$ cat src/selc_pkg.sv
// ----------------------------------------------------------------------------
// selc_pkg
// Shared types and constants of the effective line counter: payload structs,
// configuration bundle, register indexes, lexical modes and character codes.
// ----------------------------------------------------------------------------
`default_nettype none

package selc_pkg;

    // width of line numbers and counts
    localparam int LINE_BITS = 24;
    localparam int CH_BITS   = 16;

    // configuration register file
    localparam int REG_IDX_BITS = 2;
    localparam int APB_ADDR_BITS = REG_IDX_BITS + 2;
    localparam int APB_DATA_BITS = 32;

    localparam logic [REG_IDX_BITS-1:0] REG_TARGET_COUNT = 2'd0;
    localparam logic [REG_IDX_BITS-1:0] REG_START_COUNT  = 2'd1;
    localparam logic [REG_IDX_BITS-1:0] REG_START_LINE   = 2'd2;
    localparam logic [REG_IDX_BITS-1:0] REG_EXT_EOL      = 2'd3;

    // lexical modes
    localparam logic [1:0] MODE_NORMAL  = 2'd0;
    localparam logic [1:0] MODE_SQUOTE  = 2'd1;
    localparam logic [1:0] MODE_DQUOTE  = 2'd2;
    localparam logic [1:0] MODE_COMMENT = 2'd3;

    // character codes
    localparam logic [CH_BITS-1:0] CH_SQUOTE    = 16'h0027;
    localparam logic [CH_BITS-1:0] CH_DQUOTE    = 16'h0022;
    localparam logic [CH_BITS-1:0] CH_BACKSLASH = 16'h005C;
    localparam logic [CH_BITS-1:0] CH_DASH      = 16'h002D;
    localparam logic [CH_BITS-1:0] CH_SLASH     = 16'h002F;
    localparam logic [CH_BITS-1:0] CH_STAR      = 16'h002A;
    localparam logic [CH_BITS-1:0] CH_SPACE     = 16'h0020;
    localparam logic [CH_BITS-1:0] CH_TAB       = 16'h0009;
    localparam logic [CH_BITS-1:0] CH_CR        = 16'h000D;
    localparam logic [CH_BITS-1:0] CH_LF        = 16'h000A;
    localparam logic [CH_BITS-1:0] CH_NEL       = 16'h0085;
    localparam logic [CH_BITS-1:0] CH_LS        = 16'h2028;
    localparam logic [CH_BITS-1:0] CH_PS        = 16'h2029;

    // input item
    typedef struct packed {
        logic [CH_BITS-1:0] ch;
        logic               line_end;
    } t_in_item;

    // result item
    typedef struct packed {
        logic [LINE_BITS-1:0] line_index;
        logic                 line_effective;
        logic [LINE_BITS-1:0] effective_count;
        logic                 reached;
    } t_out_item;

    // configuration values and load strobes for the scanner
    typedef struct packed {
        logic [LINE_BITS-1:0] target_count;
        logic                 ext_eol_enable;
        logic                 ld_count;
        logic [LINE_BITS-1:0] start_count;
        logic                 ld_line;
        logic [LINE_BITS-1:0] start_line;
    } t_cfg;

endpackage

`default_nettype wire

$ cat src/selc_cfg_regs.sv
// ----------------------------------------------------------------------------
// selc_cfg_regs
// APB-style configuration registers: target count, start count, start line
// and the extended line delimiter enable.
// ----------------------------------------------------------------------------
`default_nettype none

module selc_cfg_regs (
    input  wire logic                                 i_clk,
    input  wire logic                                 i_rst_n,
    input  wire logic                                 psel,
    input  wire logic                                 penable,
    input  wire logic                                 pwrite,
    input  wire logic [selc_pkg::APB_ADDR_BITS-1:0]   paddr,
    input  wire logic [selc_pkg::APB_DATA_BITS-1:0]   pwdata,
    output logic      [selc_pkg::APB_DATA_BITS-1:0]   prdata,
    output logic                                      pready,
    output selc_pkg::t_cfg                            o_cfg
);

    logic [selc_pkg::LINE_BITS-1:0]    r_target_count;
    logic [selc_pkg::LINE_BITS-1:0]    r_start_count;
    logic [selc_pkg::LINE_BITS-1:0]    r_start_line;
    logic                              r_ext_eol;
    logic                              wr_en;
    logic [selc_pkg::REG_IDX_BITS-1:0] reg_idx;

    assign pready  = 1'b1;
    assign wr_en   = psel && penable && pwrite;
    assign reg_idx = paddr[selc_pkg::APB_ADDR_BITS-1:2];

    // register writes
    always_ff @(posedge i_clk) begin
        if (!i_rst_n) begin
            r_target_count <= selc_pkg::LINE_BITS'(1);
            r_start_count  <= '0;
            r_start_line   <= '0;
            r_ext_eol      <= 1'b0;
        end else if (wr_en) begin
            unique case (reg_idx)
                selc_pkg::REG_TARGET_COUNT: r_target_count <= pwdata[selc_pkg::LINE_BITS-1:0];
                selc_pkg::REG_START_COUNT:  r_start_count  <= pwdata[selc_pkg::LINE_BITS-1:0];
                selc_pkg::REG_START_LINE:   r_start_line   <= pwdata[selc_pkg::LINE_BITS-1:0];
                selc_pkg::REG_EXT_EOL:      r_ext_eol      <= pwdata[0];
                default: ;
            endcase
        end
    end

    // read mux
    always_comb begin
        prdata = '0;
        unique case (reg_idx)
            selc_pkg::REG_TARGET_COUNT: prdata = selc_pkg::APB_DATA_BITS'(r_target_count);
            selc_pkg::REG_START_COUNT:  prdata = selc_pkg::APB_DATA_BITS'(r_start_count);
            selc_pkg::REG_START_LINE:   prdata = selc_pkg::APB_DATA_BITS'(r_start_line);
            selc_pkg::REG_EXT_EOL:      prdata = selc_pkg::APB_DATA_BITS'(r_ext_eol);
            default:                    prdata = '0;
        endcase
    end

    // values and load strobes toward the scanner
    always_comb begin
        o_cfg.target_count   = r_target_count;
        o_cfg.ext_eol_enable = r_ext_eol;
        o_cfg.ld_count       = wr_en && (reg_idx == selc_pkg::REG_START_COUNT);
        o_cfg.start_count    = pwdata[selc_pkg::LINE_BITS-1:0];
        o_cfg.ld_line        = wr_en && (reg_idx == selc_pkg::REG_START_LINE);
        o_cfg.start_line     = pwdata[selc_pkg::LINE_BITS-1:0];
    end

endmodule

`default_nettype wire

$ cat src/selc_scanner.sv
// ----------------------------------------------------------------------------
// selc_scanner
// Input register and lexical scan: mode tracking across lines, one-unit
// lookahead, leading blank skip, effective line decision and counters.
// ----------------------------------------------------------------------------
`default_nettype none

module selc_scanner (
    input  wire logic                 i_clk,
    input  wire logic                 i_rst_n,
    input  wire selc_pkg::t_cfg       i_cfg,
    input  wire logic                 i_in_valid,
    output logic                      o_in_stall,
    input  wire selc_pkg::t_in_item   i_in_data,
    input  wire logic                 i_ready,
    output logic                      o_push,
    output selc_pkg::t_out_item       o_push_data
);

    // per-unit scan state
    typedef struct packed {
        logic [1:0]                   mode;
        logic [selc_pkg::CH_BITS-1:0] prev;
        logic                         rest;
        logic                         skip;
        logic                         flag;
        logic                         cfnz;
    } t_lex;

    function automatic logic is_delim(input logic [selc_pkg::CH_BITS-1:0] c,
                                      input logic ext);
        logic d;
        d = (c == selc_pkg::CH_CR) || (c == selc_pkg::CH_LF);
        if (ext) begin
            d = d || (c == selc_pkg::CH_NEL) || (c == selc_pkg::CH_LS) ||
                (c == selc_pkg::CH_PS);
        end
        return d;
    endfunction

    function automatic t_lex scan_unit(input t_lex s,
                                       input logic [selc_pkg::CH_BITS-1:0] c,
                                       input logic has_next,
                                       input logic [selc_pkg::CH_BITS-1:0] nx,
                                       input logic ext,
                                       input logic line_nz);
        t_lex                         r;
        logic [selc_pkg::CH_BITS-1:0] p;
        logic [selc_pkg::CH_BITS-1:0] close_q;
        r       = s;
        p       = s.prev;
        close_q = (s.mode == selc_pkg::MODE_SQUOTE) ? selc_pkg::CH_SQUOTE
                                                    : selc_pkg::CH_DQUOTE;
        if (s.skip) begin
            r.skip = 1'b0;
        end else if (!s.rest) begin
            r.prev = c;
            case (s.mode) inside
                selc_pkg::MODE_SQUOTE, selc_pkg::MODE_DQUOTE: begin
                    r.flag = 1'b1;
                    if (c == close_q && p != selc_pkg::CH_BACKSLASH) begin
                        r.mode = selc_pkg::MODE_NORMAL;
                    end
                end
                selc_pkg::MODE_COMMENT: begin
                    if (has_next && c == selc_pkg::CH_STAR && nx == selc_pkg::CH_SLASH) begin
                        if (s.cfnz) begin
                            r.flag = 1'b1;
                        end
                        r.skip = 1'b1;
                        r.mode = selc_pkg::MODE_NORMAL;
                    end
                end
                default: begin
                    if (c == selc_pkg::CH_TAB || c == selc_pkg::CH_SPACE || is_delim(c, ext)) begin
                        // blank or delimiter, nothing to do
                    end else if (has_next && c == selc_pkg::CH_DASH &&
                                 nx == selc_pkg::CH_DASH) begin
                        r.flag = 1'b1;
                        r.rest = 1'b1;
                    end else if (has_next && c == selc_pkg::CH_SLASH &&
                                 nx == selc_pkg::CH_STAR) begin
                        r.skip = 1'b1;
                        r.mode = selc_pkg::MODE_COMMENT;
                        r.cfnz = line_nz;
                    end else if (c == selc_pkg::CH_SQUOTE) begin
                        r.mode = selc_pkg::MODE_SQUOTE;
                    end else if (c == selc_pkg::CH_DQUOTE) begin
                        r.mode = selc_pkg::MODE_DQUOTE;
                    end else begin
                        r.flag = 1'b1;
                    end
                end
            endcase
        end
        return r;
    endfunction

    localparam logic [selc_pkg::LINE_BITS-1:0] CNT_MAX = '1;

    // input register
    logic                           r_in_valid;
    selc_pkg::t_in_item             r_in;
    logic                           accept;
    logic                           proc;

    // scan state
    t_lex                           r_lex;
    t_lex                           n_lex;
    logic [selc_pkg::CH_BITS-1:0]   r_held;
    logic [selc_pkg::CH_BITS-1:0]   n_held;
    logic                           r_held_valid;
    logic                           n_held_valid;
    logic                           r_lead;
    logic                           n_lead;
    logic                           r_fnb;
    logic                           n_fnb;
    logic [selc_pkg::LINE_BITS-1:0] r_line;
    logic [selc_pkg::LINE_BITS-1:0] n_line;
    logic [selc_pkg::LINE_BITS-1:0] r_count;
    logic [selc_pkg::LINE_BITS-1:0] n_count;
    logic                           r_finished;
    logic                           n_finished;

    logic                           n_push;
    selc_pkg::t_out_item            n_push_data;

    assign o_in_stall = r_in_valid && !i_ready;
    assign accept     = i_in_valid && !o_in_stall;
    assign proc       = r_in_valid && i_ready;

    // input stage
    always_ff @(posedge i_clk) begin
        if (!i_rst_n) begin
            r_in_valid <= 1'b0;
        end else if (accept) begin
            r_in_valid <= 1'b1;
        end else if (proc) begin
            r_in_valid <= 1'b0;
        end
    end

    always_ff @(posedge i_clk) begin
        if (accept) begin
            r_in <= i_in_data;
        end
    end

    // scan of one item: held unit with lookahead, then the current unit at a line end (else it is held)
    always_comb begin
        logic                           drop;
        logic                           lf;
        logic [selc_pkg::LINE_BITS-1:0] tgt;
        logic [selc_pkg::LINE_BITS-1:0] cnt;
        logic                           hit;
        t_lex                           s;
        drop = 1'b0;
        lf   = 1'b0;
        tgt  = '0;
        cnt  = r_count;
        hit  = 1'b0;
        s    = r_lex;

        n_lex        = r_lex;
        n_held       = r_held;
        n_held_valid = r_held_valid;
        n_lead       = r_lead;
        n_fnb        = r_fnb;
        n_line       = r_line;
        n_count      = r_count;
        n_finished   = r_finished;
        n_push       = 1'b0;
        n_push_data  = '0;

        if (proc && !r_finished) begin
            if (r_held_valid) begin
                s = scan_unit(s, r_held, 1'b1, r_in.ch, i_cfg.ext_eol_enable,
                              r_line != '0);
                n_held_valid = 1'b0;
            end
            drop = r_lead && (r_in.ch == selc_pkg::CH_SPACE || r_in.ch == selc_pkg::CH_TAB);
            if (!drop) begin
                if (r_lead) begin
                    n_lead = 1'b0;
                    n_fnb  = is_delim(r_in.ch, i_cfg.ext_eol_enable);
                end
                if (r_in.line_end) begin
                    s = scan_unit(s, r_in.ch, 1'b0, '0, i_cfg.ext_eol_enable,
                                  r_line != '0);
                end else begin
                    n_held       = r_in.ch;
                    n_held_valid = 1'b1;
                end
            end
            n_lex = s;

            // line end: decision, counters and per-line reset
            if (r_in.line_end) begin
                lf = s.flag;
                if (s.mode == selc_pkg::MODE_COMMENT) begin
                    if (s.cfnz) begin
                        lf = 1'b1;
                    end
                    if (n_fnb) begin
                        lf = 1'b0;
                    end
                end
                tgt = (i_cfg.target_count == '0) ? selc_pkg::LINE_BITS'(1)
                                                 : i_cfg.target_count;
                if (lf) begin
                    if (r_count != CNT_MAX) begin
                        cnt = r_count + selc_pkg::LINE_BITS'(1);
                    end
                    hit = (cnt >= tgt);
                end
                n_push                      = 1'b1;
                n_push_data.line_index      = r_line;
                n_push_data.line_effective  = lf;
                n_push_data.effective_count = cnt;
                n_push_data.reached         = hit;

                n_count    = cnt;
                n_finished = hit;
                if (r_line != CNT_MAX) begin
                    n_line = r_line + selc_pkg::LINE_BITS'(1);
                end
                n_held_valid = 1'b0;
                n_held       = '0;
                n_lex.prev   = '0;
                n_lex.rest   = 1'b0;
                n_lex.skip   = 1'b0;
                n_lex.flag   = 1'b0;
                n_lead       = 1'b1;
                n_fnb        = 1'b0;
            end
        end

        // configuration loads
        if (i_cfg.ld_count) begin
            n_count = i_cfg.start_count;
        end
        if (i_cfg.ld_line) begin
            n_line = i_cfg.start_line;
        end
    end

    // state registers
    always_ff @(posedge i_clk) begin
        if (!i_rst_n) begin
            r_lex        <= '{mode: selc_pkg::MODE_NORMAL, prev: '0, rest: 1'b0,
                              skip: 1'b0, flag: 1'b0, cfnz: 1'b0};
            r_held       <= '0;
            r_held_valid <= 1'b0;
            r_lead       <= 1'b1;
            r_fnb        <= 1'b0;
            r_line       <= '0;
            r_count      <= '0;
            r_finished   <= 1'b0;
        end else begin
            r_lex        <= n_lex;
            r_held       <= n_held;
            r_held_valid <= n_held_valid;
            r_lead       <= n_lead;
            r_fnb        <= n_fnb;
            r_line       <= n_line;
            r_count      <= n_count;
            r_finished   <= n_finished;
        end
    end

    assign o_push      = n_push;
    assign o_push_data = n_push_data;

endmodule

`default_nettype wire

$ cat src/selc_out_buf.sv
// ----------------------------------------------------------------------------
// selc_out_buf
// Result register with a skid stage, so the scanner keeps going while a
// finished result waits to be taken.
// ----------------------------------------------------------------------------
`default_nettype none

module selc_out_buf (
    input  wire logic                 i_clk,
    input  wire logic                 i_rst_n,
    input  wire logic                 i_push,
    input  wire selc_pkg::t_out_item  i_push_data,
    output logic                      o_ready,
    output logic                      o_out_valid,
    input  wire logic                 i_out_stall,
    output selc_pkg::t_out_item       o_out_data
);

    logic                r_out_valid;
    selc_pkg::t_out_item r_out;
    logic                r_skid_valid;
    selc_pkg::t_out_item r_skid;
    logic                pop;

    assign pop     = r_out_valid && !i_out_stall;
    assign o_ready = !r_skid_valid;

    // valid flags
    always_ff @(posedge i_clk) begin
        if (!i_rst_n) begin
            r_out_valid  <= 1'b0;
            r_skid_valid <= 1'b0;
        end else if (r_skid_valid) begin
            if (pop) begin
                r_skid_valid <= 1'b0;
            end
        end else if (i_push) begin
            if (r_out_valid && !pop) begin
                r_skid_valid <= 1'b1;
            end else begin
                r_out_valid <= 1'b1;
            end
        end else if (pop) begin
            r_out_valid <= 1'b0;
        end
    end

    // payload
    always_ff @(posedge i_clk) begin
        if (r_skid_valid) begin
            if (pop) begin
                r_out <= r_skid;
            end
        end else if (i_push) begin
            if (r_out_valid && !pop) begin
                r_skid <= i_push_data;
            end else begin
                r_out <= i_push_data;
            end
        end
    end

    assign o_out_valid = r_out_valid;
    assign o_out_data  = r_out;

endmodule

`default_nettype wire

$ cat src/sql_effective_line_counter_top.sv
// Path: a line end item is captured in the input register, scanned combinationally
// and written to the result register, or its skid stage, while the skid is free.
// Throughput: one item per cycle from the combinational scan between the input
// register and the result register; the input stalls only while the result
// register and its skid stage are both full.
// Reset: synchronous active low; clears mode, counters and valid flags at once.
// ----------------------------------------------------------------------------
// sql_effective_line_counter_top
// Effective line counter for SQL-like text, one code unit per item, with an
// APB-style configuration port.
// ----------------------------------------------------------------------------
`default_nettype none

module sql_effective_line_counter_top (
    input  wire logic                               i_clk,
    input  wire logic                               i_rst_n,
    // configuration port
    input  wire logic                               psel,
    input  wire logic                               penable,
    input  wire logic                               pwrite,
    input  wire logic [selc_pkg::APB_ADDR_BITS-1:0] paddr,
    input  wire logic [selc_pkg::APB_DATA_BITS-1:0] pwdata,
    output logic      [selc_pkg::APB_DATA_BITS-1:0] prdata,
    output logic                                    pready,
    // character input
    input  wire logic                               i_in_valid,
    output logic                                    o_in_stall,
    input  wire selc_pkg::t_in_item                 i_in_data,
    // line results
    output logic                                    o_out_valid,
    input  wire logic                               i_out_stall,
    output selc_pkg::t_out_item                     o_out_data
);

    selc_pkg::t_cfg      cfg;
    logic                ready;
    logic                push;
    selc_pkg::t_out_item push_data;

    // configuration registers
    selc_cfg_regs u_cfg (
        .i_clk   (i_clk),
        .i_rst_n (i_rst_n),
        .psel    (psel),
        .penable (penable),
        .pwrite  (pwrite),
        .paddr   (paddr),
        .pwdata  (pwdata),
        .prdata  (prdata),
        .pready  (pready),
        .o_cfg   (cfg)
    );

    // lexical scan and counters
    selc_scanner u_scan (
        .i_clk       (i_clk),
        .i_rst_n     (i_rst_n),
        .i_cfg       (cfg),
        .i_in_valid  (i_in_valid),
        .o_in_stall  (o_in_stall),
        .i_in_data   (i_in_data),
        .i_ready     (ready),
        .o_push      (push),
        .o_push_data (push_data)
    );

    // result register and skid
    selc_out_buf u_out (
        .i_clk       (i_clk),
        .i_rst_n     (i_rst_n),
        .i_push      (push),
        .i_push_data (push_data),
        .o_ready     (ready),
        .o_out_valid (o_out_valid),
        .i_out_stall (i_out_stall),
        .o_out_data  (o_out_data)
    );

endmodule

`default_nettype wire

$ cat config.mk
export PLATFORM = sky130hd
export DESIGN_NAME = sql_effective_line_counter_top
export DESIGN_NICKNAME = d
export VERILOG_FILES = /design/src/selc_pkg.sv /design/src/selc_cfg_regs.sv /design/src/selc_scanner.sv /design/src/selc_out_buf.sv /design/src/sql_effective_line_counter_top.sv
export SDC_FILE = /design/constraint.sdc
export NUM_CORES = 1
export LEC_CHECK = 0
export BUFFER_PORTS_ARGS = -buffer_cell sky130_fd_sc_hd__clkbuf_2
export CELL_PAD_IN_SITES_DETAIL_PLACEMENT = 1
export CELL_PAD_IN_SITES_GLOBAL_PLACEMENT = 1
export CORE_MARGIN = 1.5
export CORE_UTILIZATION = 45
export DETAILED_ROUTE_END_ITERATION = 8
export HOLD_SLACK_MARGIN = 0.15
export PLACE_DENSITY_LB_ADDON = 0.1
export SLEW_MARGIN = 40
export SYNTH_ARGS = -nofsm -noshare
export SYNTH_HDL_FRONTEND = slang
export SYNTH_HIERARCHICAL = 1
export SYNTH_SLANG_ARGS = --single-unit
$ cat constraint.sdc
create_clock -name i_clk -period 7.54 [get_ports i_clk]
set_input_delay 0.377 -clock i_clk [delete_from_list [all_inputs] [get_ports i_clk]]
set_output_delay 0.377 -clock i_clk [all_outputs]
set_load 0.005 [all_outputs]
==> run summary <==
Status: finished clean
Final hold violation count: 0
TritonCTS clock tree: yes
Ant diodes: 0
Setup Crit Path Kind: register to register
Area of the multi-input gates: 7450 um2
Synthesized area per cell: 10.1 um2
Layout overhead on the synthesized area: 11.0%
Share of the synthesized area in the top cell type: 22.8%
Portion of total power attributed to combinational logic: 7.5%
Maximum fanout count along the critical path: 24
Initial cell density of the core: 45.8%
Leakage: 6.38 nW
Worst-skew pair later-pin latency: 520 ps
Number of distinct library cells after synthesis: 83
Maximum single-stage delay on the critical path: 660 ps
Width of the chip: 188 um
Time the worst path needs with I/O delays and setup: 6000 ps
Crit-path leading delay family: simple AND/OR/NAND/NOR gates
Path type of the worst min-delay path: input pin to register
Area fraction in compound gates after synthesis: 10.3%
Portion of the post-synthesis area used by sequential elements: 44.4%
Min-Delay Endpoint: u_out/r_skid_valid$_SDFF_PN0_
Number of global-route vias before repair: 11,300
Flop-to-flop setup slack: 1540 ps
Global-route wire length before repair: 64,500 um
Half-perimeter wire length after placement: 28,700 um
Number of levels the H-tree was split into: 2
Number of violations reported at the end of detailed-routing iteration 0: 519
Number of buffers created by CTS: 34
Port-buffer cells: 125
Most common flop cell mapped by yosys: sky130_fd_sc_hd__dfxtp_1
Root Driver: sky130_fd_sc_hd__clkbuf_16
Fillcell total: 3,753
CTS sink cnt: 283
Worst setup slack after placement: 1620 ps
Residual antenna-violating net count after detailed routing: 0
Accumulated negative setup slack: 0 ps
Resized Gates After CTS: 0
Sequential fraction of design power: 47.0%
Hold Path Cell Cnt: 3
Post-synthesis instance area: 15,400 um2
Number of synthesized flops with an enable pin: 117
Die area: 35,400 um2
Combinational family with the most area after synthesis: simple AND/OR/NAND/NOR gates
Wire length per cell after detailed routing: 19.8 um
Mux contribution to synthesized area: 11.4%
Placeable core region: 33,600 um2
Clock-pin transition on the worst setup and hold timing paths: 60 ps
Required arrival time at the worst endpoint: 7800 ps
Slowest cell on the critical path: sky130_fd_sc_hd__nor4_1
Routed vias: 11,300
XOR/XNOR share of the synthesized area: 4.66%
Setup repair after global routing missed its margin: no
Buffer and inverter count on the worst path: 2
Placer congestion estimate: 0.881
Final period util: 79.6%
Pin count of the biggest net entering global routing: 77
Ys async rst share: 0%
Number of warnings printed during yosys synthesis: 6
Net count reported at finish: 1,664
Hold Path Origin: i_out_stall
Number of core rows: 67
Fraction of layout instances using a drive strength above 1: 19.0%
Number of max-slew violations in the final report: 0
Max Cap Violations: 0
VDD IR-drop max: 181 uV
Power share of the clock group: 45.4%
Antenna violations before repair: 0
Fraction of power spent switching nets: 23.8%
Cell types occupying the most area after synthesis: sky130_fd_sc_hd__edfxtp_1, sky130_fd_sc_hd__dfxtp_1, sky130_fd_sc_hd__mux2i_1
Worst Slack Setup Final: 1540 ps
Number of vias per cell: 5.52
Ordered list of cells on the worst path: nor4_1, nand4_1, or4_4, o2bb2ai_1, o22a_1, inv_1, ha_1, nand4_1, or4_1, nor2_1, a21oi_1, nor4b_1, o22ai_2, a31oi_4, buf_4, nor3_1, xnor2_1, nor2_1, mux2_4
Biggest area consumer among synthesized cells: sky130_fd_sc_hd__edfxtp_1
Switching power summed over all nets: 0.000841 W
Total chip power: 0.00353 W
Maximum clock frequency: 0.167 GHz
Adder and majority cell fraction of the synthesized area: 2.52%
Wire length after detailed routing: 40,600 um
Number of top-level design ports: 145
Total global-route track usage: 22.8%
Pwr per Cell Area: 206 nW/um2
DRC viols: 0
Register bit count reported by yosys: 283
Int Pwr: 0.00269 W
Setup-failing EPs final: 0
Signal arrival time at the worst endpoint: 6260 ps
Max Buffers Root-to-Sink: 3
Critical register-to-register path endpoint: u_out/o_out_data[18]$_DFFE_PP_
Storage cell area: 6840 um2
Total setup buffers inserted after CTS: 0
Gate Count Post-Synth: 1,529
Kind of capture point of the worst setup path: register
Worst max-slew margin expressed relative to the limit: 42.8%
Overall overflow remaining after global route: 0
Simple-gate area share of the yosys netlist: 18.9%
Worst clock skew on the final layout: 16.8 ps
Tightest Pin Transition: 857 ps
Startpoint type of the worst setup path: register
Depth of the most critical reg-to-reg path: 19
Chip Height: 188 um
Critical register-to-register path startpoint: u_scan/r_in[9]$_DFFE_PP_
1st-pass router iterations: 4
[per-stage QoR]
stage               util, %  hold slack, ps  instances  area [um2]
floorplan                 -             432       1536       15400
global placement       46.9             442       1965       15800
detailed placement     47.1             454       1967       15800
CTS                    50.9             161       2046       17100
global route           50.9             203       2046       17100
finish                 50.9             176       2046       17100
[state kept, by name (all words and copies together), names as in the netlist]
| register | flops |
|---|---|
| u_scan/r_finished | 1 |
| u_cfg/r_start_line | 24 |
| u_cfg/r_ext_eol | 1 |
| u_scan/r_lead | 1 |
| u_out/o_out_data | 50 |
| u_out/r_skid | 50 |
| u_scan/r_held | 16 |
| u_scan/r_fnb | 1 |
| u_out/r_skid_valid | 1 |
| u_scan/r_in | 17 |
| u_scan/r_in_valid | 1 |
| u_scan/r_line | 24 |
| u_out/o_out_valid | 1 |
| u_scan/r_lex | 22 |
| u_cfg/r_start_count | 24 |
| u_scan/r_count | 24 |
| u_scan/r_held_valid | 1 |
| u_cfg/r_target_count | 24 |
[power groups by stage]
stage                     clock network [W]  registers (W)  logic, W
after CTS                           0.00164        0.00166  0.000268
after global placement                    0        0.00169  0.000252
final                               0.00160        0.00166  0.000266
after detailed placement                  0        0.00169  0.000259
after floorplan                           0        0.00168  0.000199
after global routing                0.00170        0.00166  0.000292
[how the worst max path moves through the flow]
| stage | slack, ps | depth (start not counted) | from | to |
|---|---|---|---|---|
| CTS | 1590 | 19 | u_scan/r_in[9]$_DFFE_PP_ | u_out/o_out_data[18]$_DFFE_PP_ |
| detailed placement | 1620 | 19 | u_scan/r_in[9]$_DFFE_PP_ | u_out/o_out_data[18]$_DFFE_PP_ |
| global placement | 1730 | 19 | u_scan/r_in[10]$_DFFE_PP_ | u_out/o_out_data[18]$_DFFE_PP_ |
| finish | 1540 | 19 | u_scan/r_in[9]$_DFFE_PP_ | u_out/o_out_data[18]$_DFFE_PP_ |
| global route | 1140 | 19 | u_scan/r_in[9]$_DFFE_PP_ | u_out/o_out_data[18]$_DFFE_PP_ |
| floorplan | 2820 | 19 | u_scan/r_held[4]$_SDFFE_PN0P_ | u_out/o_out_data[1]$_DFFE_PP_ |
[what timing repair did]
action                                  4_1_cts  5_1_grt
hold buffers                                 18        0
endpoints found under the hold margin        18        0
endpoints found under the setup margin        0        0
[layout make-up]
| cell class | instances | share of cell area, % |
|---|---|---|
| clock inverters | 14 | 0.563 |
| multi-input cells | 1044 | 43.5 |
| flip-flops and latches | 283 | 40.0 |
| well taps | 448 | 3.28 |
| clock buffers | 47 | 5.87 |
| inverters | 47 | 1.03 |
| repair buffers | 163 | 5.72 |
[synthesized netlist by cell type (all sizes together), types with 8 or more instances]
cell type,number
dfxtp,166
xnor2,63
a211oi,12
a22oi,17
nor3,43
nor3b,11
edfxtp,117
and3,31
nand3,33
buf,91
and4,13
nor2b,34
nand4,21
mux2,51
nor2,65
nand2,169
o21ai,95
a21oi,56
nand2b,8
xor2,19
inv,47
clkbuf,71
and2,14
o21bai,17
mux2i,98
ha,31
nor4,40
[kinds of logic after synthesis]
logic type                 after synthesis
DFF                                    283
adders and majority gates               31
muxes                                  150
buffers and inverters                  209
and+or+nand+nor                        524
xor gates and xnor gates                82
AOI/OAI and AO/OA                      248
other                                    2
[routing by layer]
| metal | vias up | global-route usage, % | routed length (um) |
|---|---|---|---|
| li1 | 5487 | - | - |
| met1 | 5536 | 32.7 | 20100 |
| met2 | 212 | 35.6 | 17900 |
| met3 | 59 | 3.41 | 1560 |
| met4 | 0 | 6.71 | 1050 |
| met5 | - | 0 | 0 |
[placed cells by master, fill, tap and decap left out, types with 32 or more instances in the layout]
| master | count |
|---|---|
| sky130_fd_sc_hd__a21oi_1 | 55 |
| sky130_fd_sc_hd__edfxtp_1 | 117 |
| sky130_fd_sc_hd__nand2_1 | 168 |
| sky130_fd_sc_hd__dfxtp_1 | 165 |
| sky130_fd_sc_hd__o21ai_0 | 92 |
| sky130_fd_sc_hd__mux2i_1 | 98 |
| sky130_fd_sc_hd__clkbuf_16 | 37 |
| sky130_fd_sc_hd__mux2_4 | 46 |
| sky130_fd_sc_hd__nor2b_1 | 34 |
| sky130_fd_sc_hd__nand3_1 | 32 |
| sky130_fd_sc_hd__clkbuf_2 | 124 |
| sky130_fd_sc_hd__inv_1 | 45 |
| sky130_fd_sc_hd__nor2_1 | 62 |
| sky130_fd_sc_hd__xnor2_1 | 63 |
[worst register-to-register path: stages (launching register included)]
cell and delay, ps:
sky130_fd_sc_hd__edfxtp_1 420, sky130_fd_sc_hd__nor4_1 660, sky130_fd_sc_hd__nand4_1 360, sky130_fd_sc_hd__or4_4 570, sky130_fd_sc_hd__o2bb2ai_1 140, sky130_fd_sc_hd__o22a_1 220, sky130_fd_sc_hd__inv_1 90, sky130_fd_sc_hd__ha_1 310
sky130_fd_sc_hd__nand4_1 120, sky130_fd_sc_hd__or4_1 110, sky130_fd_sc_hd__nor2_1 40, sky130_fd_sc_hd__a21oi_1 170, sky130_fd_sc_hd__nor4b_1 490, sky130_fd_sc_hd__o22ai_2 200, sky130_fd_sc_hd__a31oi_4 530, sky130_fd_sc_hd__buf_4 490
sky130_fd_sc_hd__nor3_1 140, sky130_fd_sc_hd__xnor2_1 300, sky130_fd_sc_hd__nor2_1 130, sky130_fd_sc_hd__mux2_4 290
Power figures use the tool's default switching activity.
